===== config.mk =====
export PLATFORM = sky130hd
export DESIGN_NAME = cgco_cfg
export DESIGN_NICKNAME = d
export VERILOG_FILES = /design/src/sv/cgco_pkg.sv /design/src/sv/cgco_cfg.sv
export SDC_FILE = /design/constraint.sdc
export NUM_CORES = 1
export LEC_CHECK = 0
export BUFFER_PORTS_ARGS = -buffer_cell sky130_fd_sc_hd__clkbuf_2
export CORE_ASPECT_RATIO = 0.8
export CORE_MARGIN = 2
export CORE_UTILIZATION = 60
export CTS_CLUSTER_DIAMETER = 150
export DETAILED_ROUTE_END_ITERATION = 7
export HOLD_SLACK_MARGIN = 0.03
export PLACE_DENSITY = 0.82
export SYNTH_ARGS = -nofsm -noshare
export SYNTH_HDL_FRONTEND = slang
export SYNTH_SLANG_ARGS = --single-unit

===== constraint.sdc =====
create_clock -name clk_i -period 1.71 [get_ports clk_i]
set_input_delay 0.171 -clock clk_i [delete_from_list [all_inputs] [get_ports clk_i]]
set_output_delay 0.171 -clock clk_i [all_outputs]
set_load 0.005 [all_outputs]

===== src/sv/cgco_pkg.sv =====
package cgco_pkg;

  localparam int unsigned AXES   = 2;
  localparam int unsigned SLOTS  = 5;
  localparam int unsigned PROBES = 8;
  localparam int unsigned CELLS  = PROBES + 1;

  localparam int unsigned AX_X = 0;
  localparam int unsigned AX_Y = 1;

  // position slots per axis: centre, +radius, -radius, +diag, -diag
  localparam int unsigned SL_CTR  = 0;
  localparam int unsigned SL_PR   = 1;
  localparam int unsigned SL_NR   = 2;
  localparam int unsigned SL_PD   = 3;
  localparam int unsigned SL_ND   = 4;

  // probe order: +x, -x, +y, -y, (+d,+d), (-d,+d), (+d,-d), (-d,-d)
  localparam int unsigned PROBE_XS [PROBES] = '{SL_PR, SL_NR, SL_CTR, SL_CTR,
                                               SL_PD, SL_ND, SL_PD, SL_ND};
  localparam int unsigned PROBE_YS [PROBES] = '{SL_CTR, SL_CTR, SL_PR, SL_NR,
                                               SL_PD, SL_PD, SL_ND, SL_ND};

  localparam int unsigned DW = 34;  // signed offset from origin
  localparam int unsigned QW = 33;  // magnitude and cell quotient
  localparam int unsigned PW = QW + 32;

  localparam logic [15:0] DIAG_Q16 = 16'd46341;

  localparam logic [1:0] CFG_GRID_ORIGIN   = 2'd0;
  localparam logic [1:0] CFG_CELL_SCALE    = 2'd1;
  localparam logic [1:0] CFG_CIRCLE_RADIUS = 2'd2;
  localparam logic [1:0] CFG_GRID_SIZE     = 2'd3;

  localparam logic [31:0] SCALE_RST     = 32'd65536;
  localparam logic [8:0]  GRID_SIZE_RST = 9'd16;

  typedef struct packed {
    logic signed [31:0] centre_x;
    logic signed [31:0] centre_y;
  } in_item_t;

  typedef struct packed {
    logic [7:0]  cell_col;
    logic [7:0]  cell_row;
    logic [15:0] cell_number;
    logic        is_main_cell;
    logic [3:0]  overlap_count;
    logic        last_cell;
  } out_item_t;

  typedef struct packed {
    logic signed [31:0] origin;
    logic [31:0]        scale;
    logic [30:0]        radius;
    logic [30:0]        diag;
  } cfg_t;

endpackage


===== src/sv/cgco_cfg.sv =====
module cgco_cfg #(
  parameter int unsigned MAX_GRID = 256,
  localparam int unsigned NW = $clog2(MAX_GRID + 1)
) (
  input  logic                clk_i,
  input  logic                rst_ni,
  input  logic                we_i,
  input  logic [1:0]          idx_i,
  input  logic [31:0]         wdata_i,
  output cgco_pkg::cfg_t      cfg_o,
  output logic [NW-1:0]       size_o
);

  cgco_pkg::cfg_t cfg_q;
  logic [8:0]     grid_size_q;
  logic [46:0]    diag_prod;

  assign diag_prod = 47'(wdata_i[30:0]) * 47'(cgco_pkg::DIAG_Q16);

  always_ff @(posedge clk_i or negedge rst_ni) begin
    if (!rst_ni) begin
      cfg_q.origin <= '0;
      cfg_q.scale  <= cgco_pkg::SCALE_RST;
      cfg_q.radius <= '0;
      cfg_q.diag   <= '0;
      grid_size_q  <= cgco_pkg::GRID_SIZE_RST;
    end else if (we_i) begin
      unique case (idx_i)
        cgco_pkg::CFG_GRID_ORIGIN:   cfg_q.origin <= wdata_i;
        cgco_pkg::CFG_CELL_SCALE:    cfg_q.scale  <= wdata_i;
        cgco_pkg::CFG_CIRCLE_RADIUS: begin
          cfg_q.radius <= wdata_i[30:0];
          cfg_q.diag   <= diag_prod[46:16];
        end
        cgco_pkg::CFG_GRID_SIZE:     grid_size_q  <= wdata_i[8:0];
      endcase
    end
  end

  always_comb begin
    if (grid_size_q == '0) begin
      size_o = NW'(1);
    end else if (32'(grid_size_q) > 32'(MAX_GRID)) begin
      size_o = NW'(MAX_GRID);
    end else begin
      size_o = NW'(grid_size_q);
    end
  end

  assign cfg_o = cfg_q;

endmodule


# [After elaboration in Yosys (flattened, before gate mapping)]
# Index checks and enable logic that the tools add are counted.
[op_classes] n_mul=1 magnitude_cmp=1 eq_ne=3 n_mux=2 reduce_logical=6
[ops] operator="$mul A31 B16 Y47 const B" n=1
[ops] operator="$mux W9" n=2
[ops] operator="$gt A9 B9 Y1 const B" n=1
[ops] operator="$logic_not A9 Y1" n=1
[ops] operator="$reduce_and A2 Y1" n=4
[ops] operator="$eq A2 B2 Y1 const B" n=2
[ops] operator="$eq A2 B1 Y1 const B" n=1
[ops] operator="$logic_not A2 Y1" n=1
[word_totals] ff_bits=135 in_bits=37 out_inout_bits=135 word_cells=18

# [Longest topological paths before layout]
[logic_depth] word_depth=3 mapped_depth=21 ltp_nobuf=20

# [Least setup slack after synthesis]
# No wires, ideal clock.
[synth_path] kind="in2reg" start="input port wdata_i[2]" end="register cfg_q, in the netlist cfg_o[29]" setup_ps=132 arrival_ps=5093 required_time_ps=1578 slack_ps=-3515 stages=20 path_buffers=0 cell_sequence="ha_1 xor2_1 ha_1 or2_2 fa_1 inv_1 fa_1 fa_1 fa_1 inv_1 ha_1 a211oi_1 o21ai_1 a31oi_1 nor3_1 a211oi_1 o21ai_1 a21oi_1 xor2_1 o21ai_1"
[synth_between] elab_chain_len=1
[synth_lines] element="start, declared" line="cgco_cfg.sv:9" source="input logic [31:0] wdata_i,"
[synth_lines] element="$mul A31 B16 Y47" line="cgco_cfg.sv:18" source="assign diag_prod = 47'(wdata_i[30:0]) * 47'(cgco_pkg::DIAG_Q16);"
[synth_lines] element="end, declared" line="cgco_cfg.sv:14" source="cgco_pkg::cfg_t cfg_q;"
# Every way passes these cells.
# A chain may end at the register's enable or synchronous reset.

# [Worst setup path in the final report]
[layout_path] start="input port wdata_i[2]" end="register cfg_q, in the netlist cfg_o[27]"
# The elaborated chain is that of the path after synthesis.

==> results.md <==
* Status: finished with violations
* Violated checks: setup timing
* Fraction of layout instances using a drive strength above 1 at 46.30%
* Mean Syn Cell Area at 10.80 um^2
* Most frequent cell on the critical path: sky130_fd_sc_hd__fa_1
* Number of DRC markers in iteration 0 at 1,127
* Horizontal extent of the die at ~160 um
* Total number of H-tree levels at 4
* Std-Cell Core Area at 19,860 um^2
* Net count after synthesis at 1,471
* Library cell used as clock root buffer: sky130_fd_sc_hd__clkbuf_16
* Yosys Warn Count at 0
* Total clock buffers created by CTS at 17
* Final setup violation count at 32
* Average detailed-routed wire length per instance at 23.52 um
* DR DRC count at 0
* Synthesized flop and latch total at 135
* RSZ-0062 raised after global routing: true
* CP Cell Sequence: clkbuf_16, ha_4, xor2_2, ha_2, or2_4, fa_1, inv_1, fa_1, fa_2, fa_1, inv_2, ha_4, a211oi_4, buf_4, o21bai_4, nor2_4, nand3_2, a211oi_4, o21bai_1, a21o_1, xnor2_1, o21ai_1
* F_max at 194.5 MHz
* Data required time at the worst endpoint at between 2000 and 2500 ps
* Area fraction of the dominant cell type after synthesis at 27.34%
* Fin. Hold Viols at 0
* Post-layout min period at 5142 ps
* Vias in the first global route at 11.24k
* Number of clock sinks seen by CTS at 135
* Delay contributed by the slowest stage of the critical path at between 500 and 600 ps
* Growth of design area from synthesis to finish at 41.84%
* Placer Congestion at 0.9103
* Final cell utilization of the core at 86.96%
* Worst clock skew at 0 ps
* Wire length of the first global-routing pass at between 60 and 70 mm
* Count of flip-flops with a built-in enable after synthesis at 0
* Share of flip-flops with an asynchronous set or reset at 100.0%
* Number of buffers on the longest clock path at 2
* Post-route fraction of the period consumed by the critical path at 300.7%
* Slew margin rel. at 64.39%
* Count of TritonRoute iterations in the first routing pass at 6
* GR Overflow Total at 0
* Number of filler cells placed in the layout at 892
* Number of cell rows at 46
* Vias/cell at 5.920
* Number of primary I/O pins at ~170
* Crit end category: flop
* DRT Wirelength at 42.43 mm
* Routed length on met3 at between 3 and 4 mm
* Maximum number of pins on one net before global-route repair at 49
* Post-synth design cell area at around 12,000 um^2
* Synth area leaders: sky130_fd_sc_hd__dfrtp_1, sky130_fd_sc_hd__ha_1, sky130_fd_sc_hd__fa_1, sky130_fd_sc_hd__mux2_2, sky130_fd_sc_hd__inv_1
* Sequential share of the synthesized area at 27.77%
* Port Buffers at approximately 170
* Initial core utilization at 61.30%
* Detailed-placement wirelength estimate at between 20 and 30 mm
* Clock slew at the register clock pins of the worst setup and hold paths at 70 ps
* Reported max-cap violation count at 0
* Worst path setup slack after routing at -3432 ps
* Highest metal used: met4
* Clock tree from TritonCTS: built
* Metal1 wirelength at 17.01 mm
* Total placed instance area at 15,480 um^2
* Synth unique cells at 50
* All-Layer GR Usage at 36.99%
* Clock insertion delay at the later pin of the skew report at 440 ps
* Critical Path Start Type: input pin
* Most numerous cell types in the synthesized netlist: sky130_fd_sc_hd__ha_1, sky130_fd_sc_hd__inv_1, sky130_fd_sc_hd__dfrtp_1
* Total number of vias at between 10k and 15k
* Area enclosed by the die boundary at 21,450 um^2
* Maximum fanout along the worst path at 5
* Antenna Nets Post-Route at 0
* Primary FF master, synth: sky130_fd_sc_hd__dfrtp_1
* Library cell with the largest summed area after synthesis: sky130_fd_sc_hd__dfrtp_1
* Slew at the pin with the worst max-slew slack at 530.6 ps
* CP arrival at 5460 ps
* Met2 WL at 19.93 mm
* Post-Synthesis Cells at between 1k and 1.5k
* Final net count at 1,871
* Height of the die at 131.4 um
* Count of inserted antenna diode cells at 0
* Register-to-register path setup slack at 780 ps
* Kind of critical path: in -> reg
* Total count of max-transition violations in the final report at 0
* Standard cell with the maximum stage delay on the critical path: sky130_fd_sc_hd__fa_1
* Most common cell in the synthesized netlist: sky130_fd_sc_hd__ha_1
* Antenna violations before repair at 0
* Class of the tightest hold or removal check: in -> reg
* Final Cell Area at 17,270 um^2
[logic make-up after synthesis]
logic type / count (synthesis) / share of synthesized area, %
AOI/OAI and AO/OA: 162 / 7.884
xor gates and xnor gates: 58 / 4.173
adders and majority gates: 307 / 38.46
buffers and inverters: 213 / 6.568
DFF: 135 / 27.77
muxes: 96 / 8.870
and+or+nand+nor: 156 / 6.270
[registers in the layout, summed over array words and instances (netlist names)]
signal and flops:
cfg_o 126, grid_size_q 9
[placed cells by master (no fill, tap or decap), types with 10 or more instances in the layout]
cell                          n
sky130_fd_sc_hd__clkbuf_2   156
sky130_fd_sc_hd__a21oi_2     18
sky130_fd_sc_hd__inv_1      175
sky130_fd_sc_hd__ha_1       135
sky130_fd_sc_hd__a21oi_1     23
sky130_fd_sc_hd__buf_6       17
sky130_fd_sc_hd__xor2_1      23
sky130_fd_sc_hd__inv_2       13
sky130_fd_sc_hd__fa_1       108
sky130_fd_sc_hd__ha_4        52
sky130_fd_sc_hd__o21ai_0     16
sky130_fd_sc_hd__buf_4      209
sky130_fd_sc_hd__dfrtp_1    133
sky130_fd_sc_hd__nor2b_1     10
sky130_fd_sc_hd__a21o_1      23
sky130_fd_sc_hd__o21ai_1     33
sky130_fd_sc_hd__mux2_2      95
sky130_fd_sc_hd__nor2_1      17
sky130_fd_sc_hd__and2_1      17
sky130_fd_sc_hd__xnor2_2     14
sky130_fd_sc_hd__clkbuf_16   20
sky130_fd_sc_hd__nand2_1     57
[metrics by stage]
stage	TNS [ps]	worst slack [ps]	instances	hold slack, ps
floorplan	-83300	-3090	1127	-124.6
global placement	-98170	-3434	1741	129.7
detailed placement	-101140	-3567	1741	139.8
CTS	-83330	-2954	1793	39.13
global route	-97050	-3494	1804	38.07
finish	-95280	-3432	1804	42.40
[what timing repair did]
| item | 4_1_cts | 5_1_grt |
|---|---|---|
| endpoints found under the hold margin | 45 | 0 |
| resized for setup | 127 | 46 |
| pin swaps | 56 | 37 |
| setup endpoints to repair | 31 | 32 |
| hold buffers | 2 | 0 |
| setup buffers | 23 | 12 |
[critical path, delay by kind of cell]
kind / cells / cell delay [ps]
adder cells (fa/ha/maj): 7 / 2830
buffers and inverters: 4 / 460
XOR/XNOR: 2 / 310
AND/OR/NAND/NOR: 3 / 520
AO/OA/AOI/OAI: 6 / 1150
[area by class of cell]
class / count / area (um^2) / share of cell area, %
clock buffers: 20 / 456.7 / 2.645
well taps: 264 / 330.3 / 1.913
repair buffers: 406 / 2908 / 16.84
multi-input cells: 779 / 9343 / 54.11
clock inverters: 12 / 142.6 / 0.8261
flip-flops and latches: 135 / 3381 / 19.58
inverters: 188 / 705.7 / 4.087
[path summary, 6_finish.rpt]
kind / start / endpoint / cells after the start
setup / recovery: wdata_i[2] / cfg_o[27] / 22
hold / removal: wdata_i[19] / cfg_o[50] / 2
setup reg to reg: grid_size_q[8] / grid_size_q[8] / 1
max in group asynchronous: rst_ni / cfg_o[92] / 3
min in group asynchronous: rst_ni / grid_size_q[1] / 2
hold reg to reg: cfg_o[92] / cfg_o[92] / 2
[routing by layer]
metal / vias up / global-route usage [%]
met3: 180 / 6.818
met4: 0 / 14.45
met5: - / 0
li1: 4547 / -
met2: 624 / 59.66
met1: 5328 / 49.70
Power is left out: the tool's default activity adds up to more than one toggle a clock period on the data nets, which glitch-free logic cannot reach.
