**config.mk**
```make
export PLATFORM = sky130hd
export DESIGN_NAME = cgco_emit
export DESIGN_NICKNAME = d
export VERILOG_FILES = /design/src/sv/cgco_pkg.sv /design/src/sv/cgco_emit.sv
export SDC_FILE = /design/constraint.sdc
export NUM_CORES = 1
export LEC_CHECK = 0
export BUFFER_PORTS_ARGS = -buffer_cell sky130_fd_sc_hd__buf_2
export CELL_PAD_IN_SITES_DETAIL_PLACEMENT = 0
export CELL_PAD_IN_SITES_GLOBAL_PLACEMENT = 1
export CORE_AREA = 2 2 189 209
export DETAILED_ROUTE_END_ITERATION = 8
export DIE_AREA = 0 0 191 211
export PLACE_DENSITY = 0.9
export SLEW_MARGIN = 5
export SYNTH_ARGS = -nofsm -noshare
export SYNTH_HDL_FRONTEND = slang
export SYNTH_SLANG_ARGS = --single-unit
export TNS_END_PERCENT = 30
```
**constraint.sdc**
```tcl
create_clock -name clk_i -period 11.5 [get_ports clk_i]
set_clock_uncertainty 0.2 [all_clocks]
set_input_delay 1.15 -clock clk_i [delete_from_list [all_inputs] [get_ports clk_i]]
set_output_delay 1.15 -clock clk_i [all_outputs]
set_load 0.05 [all_outputs]
```
**src/sv/cgco_pkg.sv**
```systemverilog
package cgco_pkg;

  localparam int unsigned AXES   = 2;
  localparam int unsigned SLOTS  = 5;
  localparam int unsigned PROBES = 8;
  localparam int unsigned CELLS  = PROBES + 1;

  localparam int unsigned AX_X = 0;
  localparam int unsigned AX_Y = 1;

  // position slots per axis: centre, +radius, -radius, +diag, -diag
  localparam int unsigned SL_CTR  = 0;
  localparam int unsigned SL_PR   = 1;
  localparam int unsigned SL_NR   = 2;
  localparam int unsigned SL_PD   = 3;
  localparam int unsigned SL_ND   = 4;

  // probe order: +x, -x, +y, -y, (+d,+d), (-d,+d), (+d,-d), (-d,-d)
  localparam int unsigned PROBE_XS [PROBES] = '{SL_PR, SL_NR, SL_CTR, SL_CTR,
                                               SL_PD, SL_ND, SL_PD, SL_ND};
  localparam int unsigned PROBE_YS [PROBES] = '{SL_CTR, SL_CTR, SL_PR, SL_NR,
                                               SL_PD, SL_PD, SL_ND, SL_ND};

  localparam int unsigned DW = 34;  // signed offset from origin
  localparam int unsigned QW = 33;  // magnitude and cell quotient
  localparam int unsigned PW = QW + 32;

  localparam logic [15:0] DIAG_Q16 = 16'd46341;

  localparam logic [1:0] CFG_GRID_ORIGIN   = 2'd0;
  localparam logic [1:0] CFG_CELL_SCALE    = 2'd1;
  localparam logic [1:0] CFG_CIRCLE_RADIUS = 2'd2;
  localparam logic [1:0] CFG_GRID_SIZE     = 2'd3;

  localparam logic [31:0] SCALE_RST     = 32'd65536;
  localparam logic [8:0]  GRID_SIZE_RST = 9'd16;

  typedef struct packed {
    logic signed [31:0] centre_x;
    logic signed [31:0] centre_y;
  } in_item_t;

  typedef struct packed {
    logic [7:0]  cell_col;
    logic [7:0]  cell_row;
    logic [15:0] cell_number;
    logic        is_main_cell;
    logic [3:0]  overlap_count;
    logic        last_cell;
  } out_item_t;

  typedef struct packed {
    logic signed [31:0] origin;
    logic [31:0]        scale;
    logic [30:0]        radius;
    logic [30:0]        diag;
  } cfg_t;

endpackage

```
**src/sv/cgco_emit.sv**
```systemverilog
module cgco_emit #(
  parameter int unsigned MAX_GRID = 256,
  localparam int unsigned NW = $clog2(MAX_GRID + 1)
) (
  input  logic                 clk_i,
  input  logic                 rst_ni,
  input  logic                 in_valid_i,
  output logic                 in_ready_o,
  input  logic [cgco_pkg::AXES-1:0][cgco_pkg::SLOTS-1:0]                   in_neg_i,
  input  logic [cgco_pkg::AXES-1:0][cgco_pkg::SLOTS-1:0][cgco_pkg::QW-1:0] in_q_i,
  input  logic [NW-1:0]        size_i,
  output logic                 out_valid_o,
  input  logic                 out_ready_i,
  output cgco_pkg::out_item_t  out_data_o
);

  localparam int unsigned AXES   = cgco_pkg::AXES;
  localparam int unsigned SLOTS  = cgco_pkg::SLOTS;
  localparam int unsigned PROBES = cgco_pkg::PROBES;
  localparam int unsigned CELLS  = cgco_pkg::CELLS;
  localparam int unsigned QW     = cgco_pkg::QW;
  localparam int unsigned CW     = (MAX_GRID > 1) ? $clog2(MAX_GRID) : 1;
  localparam int unsigned NUMW   = CW + NW + 1;

  logic [AXES-1:0][SLOTS-1:0]         inr;
  logic [AXES-1:0][SLOTS-1:0][CW-1:0] coord;
  logic [AXES-1:0][CW-1:0]            main_c;
  logic [CELLS-1:0][CW-1:0]           cand_col, cand_row;
  logic [CELLS-1:0]                   cand_ok, keep;

  logic                     h_valid_q;
  logic [CELLS-1:0]         h_mask_q;
  logic [3:0]               h_count_q;
  logic [CELLS-1:0][CW-1:0] h_col_q, h_row_q;

  logic [CELLS-1:0] sel, rest;
  logic [CW-1:0]    col_s, row_s;
  logic [NUMW-1:0]  num_s;
  logic             out_load, h_done, take;

  logic                o_valid_q;
  cgco_pkg::out_item_t o_data_q;

  // cell coordinates, range check and clamp
  always_comb begin
    logic zero, below;
    for (int a = 0; a < AXES; a++) begin
      for (int s = 0; s < SLOTS; s++) begin
        zero        = (in_q_i[a][s] == '0);
        below       = (in_q_i[a][s] < QW'(size_i));
        inr[a][s]   = zero || (!in_neg_i[a][s] && below);
        coord[a][s] = in_q_i[a][s][CW-1:0];
        if (s == cgco_pkg::SL_CTR) begin
          if (in_neg_i[a][s] || zero) begin
            main_c[a] = '0;
          end else if (below) begin
            main_c[a] = in_q_i[a][s][CW-1:0];
          end else begin
            main_c[a] = CW'(size_i - NW'(1));
          end
        end
      end
    end
  end

  // candidate list and duplicate removal
  always_comb begin
    cand_col[0] = main_c[cgco_pkg::AX_X];
    cand_row[0] = main_c[cgco_pkg::AX_Y];
    cand_ok[0]  = 1'b1;
    for (int p = 0; p < PROBES; p++) begin
      cand_col[p+1] = coord[cgco_pkg::AX_X][cgco_pkg::PROBE_XS[p]];
      cand_row[p+1] = coord[cgco_pkg::AX_Y][cgco_pkg::PROBE_YS[p]];
      cand_ok[p+1]  = inr[cgco_pkg::AX_X][cgco_pkg::PROBE_XS[p]] &&
                      inr[cgco_pkg::AX_Y][cgco_pkg::PROBE_YS[p]];
    end
    for (int k = 0; k < CELLS; k++) begin
      keep[k] = cand_ok[k];
      for (int j = 0; j < k; j++) begin
        if (cand_ok[j] && cand_col[j] == cand_col[k] && cand_row[j] == cand_row[k]) begin
          keep[k] = 1'b0;
        end
      end
    end
  end

  // next cell to send: lowest pending slot
  always_comb begin
    logic found;
    sel   = '0;
    found = 1'b0;
    for (int k = 0; k < CELLS; k++) begin
      if (h_mask_q[k] && !found) begin
        sel[k] = 1'b1;
        found  = 1'b1;
      end
    end
    col_s = '0;
    row_s = '0;
    for (int k = 0; k < CELLS; k++) begin
      col_s = col_s | (h_col_q[k] & {CW{sel[k]}});
      row_s = row_s | (h_row_q[k] & {CW{sel[k]}});
    end
    rest  = h_mask_q & ~sel;
    num_s = NUMW'(row_s) * NUMW'(size_i) + NUMW'(col_s);
  end

  assign out_load   = h_valid_q && (!o_valid_q || out_ready_i);
  assign h_done     = out_load && (rest == '0);
  assign in_ready_o = !h_valid_q || h_done;
  assign take       = in_valid_i && in_ready_o;

  always_ff @(posedge clk_i or negedge rst_ni) begin
    if (!rst_ni) begin
      h_valid_q <= 1'b0;
      o_valid_q <= 1'b0;
    end else begin
      if (take) begin
        h_valid_q <= 1'b1;
      end else if (h_done) begin
        h_valid_q <= 1'b0;
      end
      if (out_load) begin
        o_valid_q <= 1'b1;
      end else if (out_ready_i) begin
        o_valid_q <= 1'b0;
      end
    end
  end

  always_ff @(posedge clk_i) begin
    if (take) begin
      h_mask_q  <= keep;
      h_count_q <= 4'($countones(keep));
      h_col_q   <= cand_col;
      h_row_q   <= cand_row;
    end else if (out_load) begin
      h_mask_q  <= rest;
    end
    if (out_load) begin
      o_data_q.cell_col      <= 8'(col_s);
      o_data_q.cell_row      <= 8'(row_s);
      o_data_q.cell_number   <= 16'(num_s);
      o_data_q.is_main_cell  <= sel[0];
      o_data_q.overlap_count <= h_count_q;
      o_data_q.last_cell     <= (rest == '0);
    end
  end

  assign out_valid_o = o_valid_q;
  assign out_data_o  = o_data_q;

endmodule

```
After elaboration in Yosys (flattened, before gate mapping):

Cells that the tools add are included.

* bitwise gates (word level): 36
* mux-type cells: 62
* add/subtract/negate cells: 10
* order comparisons: 10
* $mul: 1
* eq/ne operators: 31
* reductions and logical operators: 124

Operator list (number)
* $logic_not 33->1: 10
* $lt 33x9->1: 10
* $eq 8x8->1: 31
* $and 8x8->8: 18
* $or 8x8->8: 16
* $logic_and 1x1->1: 76
* $mux 1: 56
* $mux 8: 4
* $logic_not 1->1: 20
* $mux 9: 2
* $add 16x8->16: 1
* $mul 8x9->16: 1
* $logic_or 1x1->1: 14
* $and 9x9->9: 1
* $logic_not 9->1: 1
* $not 9->9: 1
* $sub 8x1->8 const B: 1
* $add 1x1->2: 3
* $add 2x2->3: 2
* $reduce_bool 2->1: 3
* $add 3x3->4: 1
* $add 4x1->4: 1
* $add 1x1->2 const A: 1

* flip-flop bits (word level): 149
* logic and storage cells: 297
* bits of input ports: 353
* output and inout bits: 40

Longest topological paths before layout:

Gate-level depths: netlist of the first run.

* word-level depth: 32
* gate-level depth with buffers: 27
* depth with buffers taken out: 25

Worst setup path after synthesis of the first run:

OpenSTA, ideal clock, no wires.

* kind: in2reg
* start: input port size_i[6]
* end: register h_count_q[1] (data pin)
* stages: 21
* data required time: 11.031 ns
* setup slack: 4.685 ns
* arrival time: 6.346 ns
* cell sequence: clkbuf_1 inv_1 ha_1 and4_1 a21oi_1 o21a_1 clkbuf_1 a41oi_1 o22ai_1 xor2_1 nor4_1 nand4_1 o31ai_1 ha_1 fa_1 inv_1 fa_1 inv_1 fa_1 inv_1 fa_1

RTL lines
* from (decl): RTL line cgco_emit.sv:11 `input logic [NW-1:0] size_i,`
* to (signal assigned): RTL line cgco_emit.sv:134 `h_count_q <= 4'($countones(keep));`
* to (decl): RTL line cgco_emit.sv:33 `logic [3:0] h_count_q;`

==> results of run 1 <==
-- through the flow --
stage                     cell area, um^2  power (W)
final                               17870   0.005395
after global routing                17870   0.006006
after CTS                           17870   0.005430
after detailed placement            17310   0.004880
after global placement              17310   0.004761
after floorplan                     15120   0.004066
-- state kept, by name (all words and copies together) (netlist names) --
| signal | flops |
|---|---|
| out_data_o | 38 |
| out_valid_o | 1 |
| h_count_q | 4 |
| h_row_q | 48 |
| h_col_q | 48 |
| h_mask_q | 9 |
| h_valid_q | 1 |
-- cell usage in the layout, fill, tap and decap left out, types with 15 or more instances in the layout --
| cell | Yosys | layout |
|---|---|---|
| nor3_1 | 30 | 30 |
| nor4_1 | 87 | 87 |
| nand4_1 | 47 | 47 |
| nand2_1 | 121 | 121 |
| nand2b_1 | 15 | 15 |
| a32oi_1 | 15 | 15 |
| buf_4 | 0 | 17 |
| inv_1 | 113 | 111 |
| a31oi_1 | 26 | 26 |
| clkbuf_16 | 0 | 17 |
| a22oi_1 | 21 | 21 |
| a221o_1 | 20 | 20 |
| buf_2 | 10 | 392 |
| o21ai_0 | 40 | 40 |
| xnor2_1 | 152 | 151 |
| nor2_1 | 103 | 103 |
| and2_1 | 19 | 19 |
| fa_1 | 53 | 53 |
| ha_1 | 120 | 120 |
| a21oi_1 | 60 | 60 |
| edfxtp_1 | 146 | 146 |
| nand3_1 | 42 | 42 |
| xor2_1 | 56 | 56 |
-- kinds of logic (layout without fill, tap and decap cells) --
group	count (synthesis)	count (layout)	share of synthesized area
AO/OA/AOI/OAI	332	332	0.1635
flip-flops	149	149	0.2947
multiplexers	1	1	0.0006622
adder cells (fa/ha/maj)	175	175	0.1708
buffers and inverters	245	554	0.06315
AND/OR/NAND/NOR	542	542	0.1867
XOR/XNOR	208	208	0.1205
-- routing by layer --
metal | up-vias | track usage | routed length, um
met1 | 6947 | 0.3419 | 21980
met2 | 861 | 0.4452 | 25970
met4 | 4 | 0.1371 | 2860
li1 | 6693 | - | -
met5 | - | 0 | 32
met3 | 169 | 0.05084 | 4911
-- area by class of cell --
class | count | share of cell area
flip-flops and latches | 149 | 0.2493
well taps | 500 | 0.03501
inverters | 113 | 0.02381
clock inverters | 14 | 0.007143
clock buffers | 18 | 0.02402
multi-input cells | 1258 | 0.5438
repair buffers | 409 | 0.1169
-- worst max path at each step --
stage | start | depth (start not counted) | endpoint | slack, ns
CTS | size_i[5] | 20 | h_count_q[1] | 4.08
global route | h_mask_q[1] | 21 | out_data_o[21] | 3.75
detailed placement | size_i[5] | 20 | h_count_q[1] | 3.68
global placement | size_i[5] | 20 | h_count_q[1] | 3.77
finish | size_i[5] | 20 | h_count_q[1] | 3.98
floorplan | size_i[6] | 21 | h_count_q[1] | 4.68
-- critical path, stage by stage --
cell and delay, ns:
buf_2 0.21, inv_1 0.72, ha_1 0.38, and4_1 0.19, a21oi_1 0.19, o21a_1 0.43
nand3_1 0.57, a32o_1 0.52, and2_1 0.18, a211o_1 0.27, nand4_1 0.13, o31ai_1 0.10
ha_1 0.34, fa_1 0.55, inv_1 0.06, fa_1 0.52, inv_1 0.05, fa_1 0.40
inv_1 0.10, fa_1 0.41
-- report_power, final --
part	leakage (nW)	total (W)	internal [W]	switching, W
Clock	0.268	0.000521	0.000299	0.000222
Sequential	1.39	0.00109	0.00101	0.0000728
Combinational	5.59	0.00379	0.00156	0.00222
==> results.sh, run 1 <==
export IMPL_outcome="finished, final reports clean"
export IMPL_first_global_vias=14530
export IMPL_nets=2474
export IMPL_worst_pin_slew_ns=1.092
export IMPL_drc=0
export IMPL_async_flop_share=0.01342
export IMPL_yosysTopAreaCellShare=0.2900
export IMPL_cp_end_kind="flop"
export IMPL_critPathKind="input pin to flop"
export IMPL_ant_nets=0
export IMPL_drt_pre_antenna_iters=6
export IMPL_regArea_um2=4454
export IMPL_vias=14670
export IMPL_ys_warn_count=0
export IMPL_setup_tns_ns=0
export IMPL_cts_root_buf="clkbuf_16"
export IMPL_chipWidth_um=191
export IMPL_yosysMostFrequentCell="xnor2_1"
export IMPL_holdBufCountCts=0
export IMPL_netlist_area_um2=15120
export IMPL_dp_cells=2429
export IMPL_post_cts_buffers=0
export IMPL_cap_violations=0
export IMPL_fmax_mhz=132.9
export IMPL_start_util=0.3978
export IMPL_fin_crit_ns=7.524
export IMPL_hold_viol=0
export IMPL_synth_ff_latch_count=149
export IMPL_clk_latency_ns=0.41
export IMPL_grt_max_degree=56
export IMPL_start_kind="input pin"
export IMPL_io_pin_count=393
export IMPL_drt_wl_total_mm=55.76
export IMPL_final_period_utilization=0.6543
export IMPL_relSlewSlack=0.2617
export IMPL_io_buffers=392
export IMPL_cp_required_ns=11.45
export IMPL_dieArea_um2=40300
export IMPL_cts_buffers_inserted=17
export IMPL_r2r_start="h_mask_q[1]"
export IMPL_synth_main_ff_cell="edfxtp_1"
export IMPL_viasPerCell=5.963
export IMPL_powerDensity_nw_per_um2=302.0
export IMPL_hp_class="input pin to asynchronous set/reset pin"
export IMPL_cp_max_fo=16
export IMPL_core_um2=38010
export IMPL_syn_area_per_cell_um2=9.151
export IMPL_ctsResizeCount=0
export IMPL_leakagePower_nw=7.254
export IMPL_num_rows=75
export IMPL_routedWlPerCell_um=22.66
export IMPL_cts_buffer_depth=2
export IMPL_r2r_end="out_data_o[20]"
export IMPL_synth_cell_types=83
export IMPL_drv_slew=0
export IMPL_syn_instance_count=1652
export IMPL_cts_num_sinks=149
export IMPL_dpl_hpwl_mm=41.94
export IMPL_antennaDiodeCount=0
export IMPL_fin_ws_ns=3.976
export IMPL_syn_to_final_growth_pct=18.19
export IMPL_first_iter_violations=1539
export IMPL_setup_viol=0
export IMPL_grt_use_total=0.2717
export IMPL_nFillCells=3582
export IMPL_multi_input_area_um2=9716
export IMPL_final_cells=2461
export IMPL_htree_num_levels=4
export IMPL_drive_above_1_share=0.2356
export IMPL_die_h_um=211
export IMPL_synth_edf_count=146
export IMPL_synth_common_cells="152 x xnor2_1, 146 x edfxtp_1, 121 x nand2_1"
export IMPL_clkTransAtPathRegs_ns=0.06
export IMPL_dp_slack_ns=3.681
export IMPL_hold_ws_ns=0.3083
export IMPL_crit_arrival_ns=7.48
export IMPL_globalplace_congestion=0.9660
export IMPL_cts_tree="built"
export IMPL_synth_net_count=2178
export IMPL_rsz0062_at_grt="no"
export IMPL_grt_pass1_wl_mm=83.77
export IMPL_antenna_found_initial=2
export IMPL_ir_drop_uv=516.5
export IMPL_synth_top_area_cell="edfxtp_1"
export IMPL_grt_overflow=0
export IMPL_yosys_top_cells_area="edfxtp_1 29%, ha_1 9.9%, xnor2_1 8.8%"
export IMPL_rrSetupSlack_ns=4.16
export IMPL_seq_area_frac_synth=0.2947
export IMPL_utilization=0.4701
export IMPL_rr_worst_depth=23
(Power assumes the default switching activity.)
==> inputs of run 2 (changes only) <==
==> constraint.sdc (replaced) <==
create_clock -name clk_i -period 7.33 [get_ports clk_i]
set_clock_uncertainty 0.2 [all_clocks]
set_input_delay 0.733 -clock clk_i [delete_from_list [all_inputs] [get_ports clk_i]]
set_output_delay 0.733 -clock clk_i [all_outputs]
set_load 0.05 [all_outputs]
==> run 2 against run 1 <==
Final area is 1.7% higher. Largest cell class unchanged. Clock power is 58% higher. Count of clock-buffer cells in the layout is 1 lower. Combinational power is 62% higher. Non-clock buffer count is 41 higher.
==> results.sh, run 2 (same netlist as run 1, synthesis figures left out) <==
export IMPL_ir_drop_uv=879.5
export IMPL_dr_wl_met3_mm=5.202
export IMPL_finish_instance_area_um2=18160
export IMPL_cts_num_sinks=149
export IMPL_setup_viol=0
export IMPL_dpl_hpwl_mm=42.86
export IMPL_wl_met1_mm=22.11
export IMPL_drt_pre_antenna_iters=7
export IMPL_fmax_mhz=143.0
export IMPL_num_rows=75
export IMPL_io_pin_count=393
export IMPL_drc=0
export IMPL_core_um2=38010
export IMPL_hold_path_depth=0
export IMPL_clk_latency_ns=0.44
export IMPL_ant_nets=0
export IMPL_critPathKind="flop to flop"
export IMPL_cts_root_buf="clkbuf_16"
export IMPL_wl_met2_mm=25.78
export IMPL_grt_overflow=0
export IMPL_dp_slack_ns=0.5273
export IMPL_routedWlPerCell_um=22.49
export IMPL_clkTransAtPathRegs_ns=0.07
export IMPL_first_iter_violations=1674
export IMPL_antenna_found_initial=1
export IMPL_r2r_end="out_data_o[21]"
export IMPL_cap_violations=0
export IMPL_rsz0062_at_grt="no"
export IMPL_cp_end_kind="flop"
export IMPL_powerDensity_nw_per_um2=475.8
export IMPL_grt_max_degree=57
export IMPL_start_util=0.3978
export IMPL_drt_wl_total_mm=56.30
export IMPL_globalplace_congestion=0.9407
export IMPL_layout_common_cells="392 x buf_2, 152 x xnor2_1, 146 x edfxtp_1"
export IMPL_r2r_start="h_mask_q[3]"
export IMPL_rrSetupSlack_ns=0.34
export IMPL_worst_pin_slew_ns=1.392
export IMPL_hold_viol=0
export IMPL_relSlewSlack=0.07199
export IMPL_final_period_utilization=0.9542
export IMPL_grt_use_total=0.2766
export IMPL_grt_pass1_wl_mm=85.01
export IMPL_viasPerCell=5.952
export IMPL_htree_num_levels=4
export IMPL_mostFrequentLayoutCell="buf_2"
export IMPL_die_h_um=211
export IMPL_netSwitchingFraction=0.4758
export IMPL_chipWidth_um=191
export IMPL_clkPwrFrac=0.095
export IMPL_hp_class="flop to flop"
export IMPL_cts_buffers_inserted=17
export IMPL_drv_slew=0
export IMPL_outcome="finished, final reports clean"
export IMPL_place_area_um2=17600
export IMPL_p_sw_w=0.004111
export IMPL_rr_worst_depth=21
export IMPL_vias=14900
export IMPL_fin_ws_ns=0.3357
export IMPL_start_kind="flop"
export IMPL_setup_tns_ns=0
export IMPL_cp_max_fo=14
export IMPL_nets=2515
export IMPL_hold_end="out_data_o[4]"
export IMPL_cts_tree="built"
export IMPL_leakagePower_nw=7.458
export IMPL_syn_to_final_growth_pct=20.15
export IMPL_io_buffers=392
export IMPL_internal_power_w=0.004530
export IMPL_topRoutingLayerUsed="met4"
export IMPL_crit_arrival_ns=6.99
export IMPL_total_power_w=0.008641
export IMPL_cts_buffer_depth=2
export IMPL_combPwrFrac=0.709
export IMPL_pwr_share_seq=0.196
export IMPL_cp_required_ns=7.32
export IMPL_first_global_vias=14720
export IMPL_hold_start="h_count_q[3]"
export IMPL_fin_crit_ns=6.994
export IMPL_dieArea_um2=40300
export IMPL_drive_above_1_share=0.2512
## run 2: changes by cell type in the layout (fill, tap and decap cells not counted)
cell | previous run | this run
buf_4 | 17 | 57
clkinv_4 | 6 | 3
inv_8 | 0 | 3
clkinv_2 | 1 | 3
inv_6 | 3 | 5
bufinv_16 | 1 | 0
clkbuf_1 | 1 | 0
clkinv_1 | 4 | 3
clkinvlp_4 | 1 | 0
diode_2 | 0 | 1
dlygate4sd3_1 | 0 | 1
xnor2_1 | 151 | 152
xnor2_2 | 1 | 0
## run 2: area by class of cell
type	count	area (um^2)
Fill cell	3586	19840
Sequential cell	149	4454
Clock buffer	17	425.4
Multi-Input combinational cell	1258	9708
Tap cell	500	625.6
Inverter	113	425.4
Clock inverter	15	121.4
Timing Repair Buffer	450	2400
Antenna cell	1	2.502
## run 2: metal layers
layer,vias up,GRT usage
met3,216,0.05034
met4,0,0.1516
met1,7063,0.3516
met2,836,0.4443
li1,6784,-
met5,-,0
## run 2: power by group through the flow
stage	Clock [W]	Combinational [W]	Sequential (W)
after floorplan	0	0.00431	0.00207
after global placement	0	0.00581	0.00170
after detailed placement	0	0.00603	0.00171
after CTS	0.000825	0.00613	0.00169
after global routing	0.000862	0.00689	0.00172
final	0.000821	0.00613	0.00169
## run 2: worst max path at each step
stage           startpoint              to  slack, ns
2_1_floorplan    size_i[6]    h_count_q[1]       0.93
3_3_place_gp   h_mask_q[3]  out_data_o[21]       0.55
3_5_place_dp   h_mask_q[3]  out_data_o[21]       0.53
4_1_cts        h_mask_q[3]  out_data_o[21]       0.45
5_1_grt        h_mask_q[3]  out_data_o[21]       0.03
6_report       h_mask_q[3]  out_data_o[21]       0.34
## run 2: critical path, cell delays in order (launching register included)
cell	delay [ns]
edfxtp_1	0.65
or4_1	0.33
nand2b_1	0.19
nor2_1	0.06
buf_4	0.17
a221oi_1	1.12
nor2_1	0.26
fa_1	0.50
fa_1	0.49
ha_1	0.29
inv_1	0.05
fa_1	0.53
inv_1	0.05
ha_1	0.33
nor2b_1	0.15
o21ai_0	0.18
a21boi_0	0.13
o21ai_0	0.26
a21boi_0	0.20
o2111ai_1	0.29
a31oi_1	0.15
xnor2_1	0.14
## run 2: repair_timing
item,CTS,global route
setup buffers,0,0
gates resized for setup,0,0
endpoints found under the hold margin,2,0
hold buffers,1,0
## run 2: metrics by stage
stage | hold slack [ns] | std cells | util
2_1_floorplan | 0.2003 | 1652 | -
3_3_place_gp | 0.2578 | 2469 | 0.4632
3_5_place_dp | 0.2570 | 2469 | 0.4632
4_1_cts | 0.2719 | 2502 | 0.4778
5_1_grt | 0.2853 | 2502 | 0.4778
6_report | 0.2761 | 2503 | 0.4779
==> inputs of run 3 (changes only) <==
--- a/config.mk
+++ b/config.mk
@@ -9,6 +9,7 @@
 export CELL_PAD_IN_SITES_DETAIL_PLACEMENT = 0
 export CELL_PAD_IN_SITES_GLOBAL_PLACEMENT = 1
 export CORE_AREA = 2 2 189 209
+export CTS_BUF_LIST = sky130_fd_sc_hd__clkbuf_4
 export DETAILED_ROUTE_END_ITERATION = 8
 export DIE_AREA = 0 0 191 211
 export PLACE_DENSITY = 0.9
==> run 3 against run 2 <==
Worst setup slack improved by 0.10 ns. First-iteration DRC count down 11%. Clock power shrank 41%. Power shrank 4.6%. Critical path type unchanged. Critical endpoint is now out_data_o[20]. Largest power group unchanged.
==> results.sh, run 3 (same netlist as run 1, synthesis figures left out) <==
export IMPL_grt_overflow=0
export IMPL_drt_pre_antenna_iters=6
export IMPL_powerDensity_nw_per_um2=461.1
export IMPL_grt_max_degree=57
export IMPL_setup_viol=0
export IMPL_post_cts_buffers=0
export IMPL_leakagePower_nw=7.329
export IMPL_regArea_um2=4454
export IMPL_nFillCells=3636
export IMPL_cp_required_ns=7.50
export IMPL_worst_pin_slew_ns=1.236
export IMPL_drc=0
export IMPL_grt_pass1_wl_mm=84.42
export IMPL_htree_num_levels=4
export IMPL_chipWidth_um=191
export IMPL_cap_violations=0
export IMPL_rsz0062_at_grt="no"
export IMPL_clkTransAtPathRegs_ns=0.14
export IMPL_nets=2515
export IMPL_globalplace_congestion=0.9407
export IMPL_viasPerCell=5.952
export IMPL_cts_root_buf="clkbuf_4"
export IMPL_first_global_vias=14690
export IMPL_cts_num_sinks=149
export IMPL_first_iter_violations=1496
export IMPL_start_util=0.3978
export IMPL_r2r_start="h_mask_q[2]"
export IMPL_ir_drop_uv=861.8
export IMPL_antenna_found_initial=2
export IMPL_startpoint="h_mask_q[2]"
export IMPL_drive_above_1_share=0.2517
export IMPL_io_pin_count=393
export IMPL_finish_instance_area_um2=17870
export IMPL_hp_class="input pin to flop"
export IMPL_cp_end_kind="flop"
export IMPL_dieArea_um2=40300
export IMPL_rr_worst_depth=22
export IMPL_hold_viol=0
export IMPL_endpoint="out_data_o[20]"
export IMPL_rrSetupSlack_ns=0.44
export IMPL_cp_max_fo=12
export IMPL_syn_to_final_growth_pct=18.23
export IMPL_mostFrequentLayoutCell="buf_2"
export IMPL_critPathKind="flop to flop"
export IMPL_layout_common_cells="392 x buf_2, 152 x xnor2_1, 146 x edfxtp_1"
export IMPL_core_um2=38010
export IMPL_r2r_end="out_data_o[20]"
export IMPL_die_h_um=211
export IMPL_total_power_w=0.008241
export IMPL_ant_nets=0
export IMPL_start_kind="flop"
export IMPL_dpl_hpwl_mm=42.86
export IMPL_hold_ws_ns=0.1572
export IMPL_setup_tns_ns=0
export IMPL_crit_arrival_ns=7.06
export IMPL_drt_wl_total_mm=55.95
export IMPL_fin_crit_ns=6.892
export IMPL_clk_latency_ns=0.60
export IMPL_utilization=0.4703
export IMPL_cts_buffer_depth=2
export IMPL_place_area_um2=17600
export IMPL_relSlewSlack=0.1724
export IMPL_fmax_mhz=145.1
export IMPL_routedWlPerCell_um=22.34
export IMPL_num_rows=75
export IMPL_cts_buffers_inserted=17
export IMPL_drv_slew=0
export IMPL_io_buffers=392
export IMPL_outcome="finished, final reports clean"
export IMPL_vias=14900
export IMPL_cts_tree="built"
export IMPL_multi_input_area_um2=9714
export IMPL_final_period_utilization=0.9403
export IMPL_grt_use_total=0.2746
[run 3: metal layers]
layer | vias to the layer above | wire length [um] | track usage
li1 | 6788 | - | -
met1 | 7030 | 21610 | 0.3478
met2 | 894 | 25770 | 0.4420
met3 | 191 | 5604 | 0.05632
met4 | 0 | 2964 | 0.1417
met5 | - | 0 | 0
[run 3: what timing repair did]
item | in CTS | in global routing
setup endpoints to repair | 0 | 1
resized for setup | 0 | 1
hold buffers | 1 | 0
hold endpoints to repair | 2 | 0
[run 3: per-stage QoR]
step | setup slack (ns) | instances
3_3_place_gp | 0.5518 | 2469
4_1_cts | 0.4813 | 2502
6_report | 0.4377 | 2504
2_1_floorplan | 0.9318 | 1652
3_5_place_dp | 0.5273 | 2469
5_1_grt | 0.02663 | 2503
[run 3: final cells by class]
cell class	count	share of cell area
clock inverter	15	0.006790
tap	500	0.03500
clock buffer	17	0.007140
inverter	113	0.02380
multi-input combinational	1258	0.5435
antenna	2	0.0002800
timing repair buffer	450	0.1343
sequential	149	0.2492
[run 3: worst max-delay path: stages, from the launching register on]
cell and delay (ns):
edfxtp_1 0.49, or2_2 0.41, or4_1 0.56, nor2_1 0.54, a221o_1 0.49, nand2_1 0.12, fa_1 0.47, fa_1 0.52
inv_1 0.05, ha_1 0.27, inv_1 0.05, fa_1 0.58, inv_1 0.06, ha_1 0.30, a21o_1 0.18, a21oi_1 0.20
o21ai_0 0.13, a21oi_1 0.23, nor2b_1 0.11, o2111ai_1 0.18, nand3_1 0.12, o211a_1 0.25, xor2_1 0.14
[run 3: worst min path at each step]
stage	startpoint	endpoint	cells after the start
4_1_cts	in_valid_i	h_valid_q	2
3_5_place_dp	h_count_q[3]	out_data_o[4]	0
2_1_floorplan	h_count_q[0]	out_data_o[1]	0
6_report	in_valid_i	h_valid_q	2
5_1_grt	in_valid_i	h_valid_q	2
3_3_place_gp	h_count_q[3]	out_data_o[4]	0
[run 3: power breakdown]
group	leakage, nW	switching [W]	internal (W)
clock network	0.142	0.000337	0.000144
registers	1.39	0.000103	0.00159
logic	5.80	0.00358	0.00249
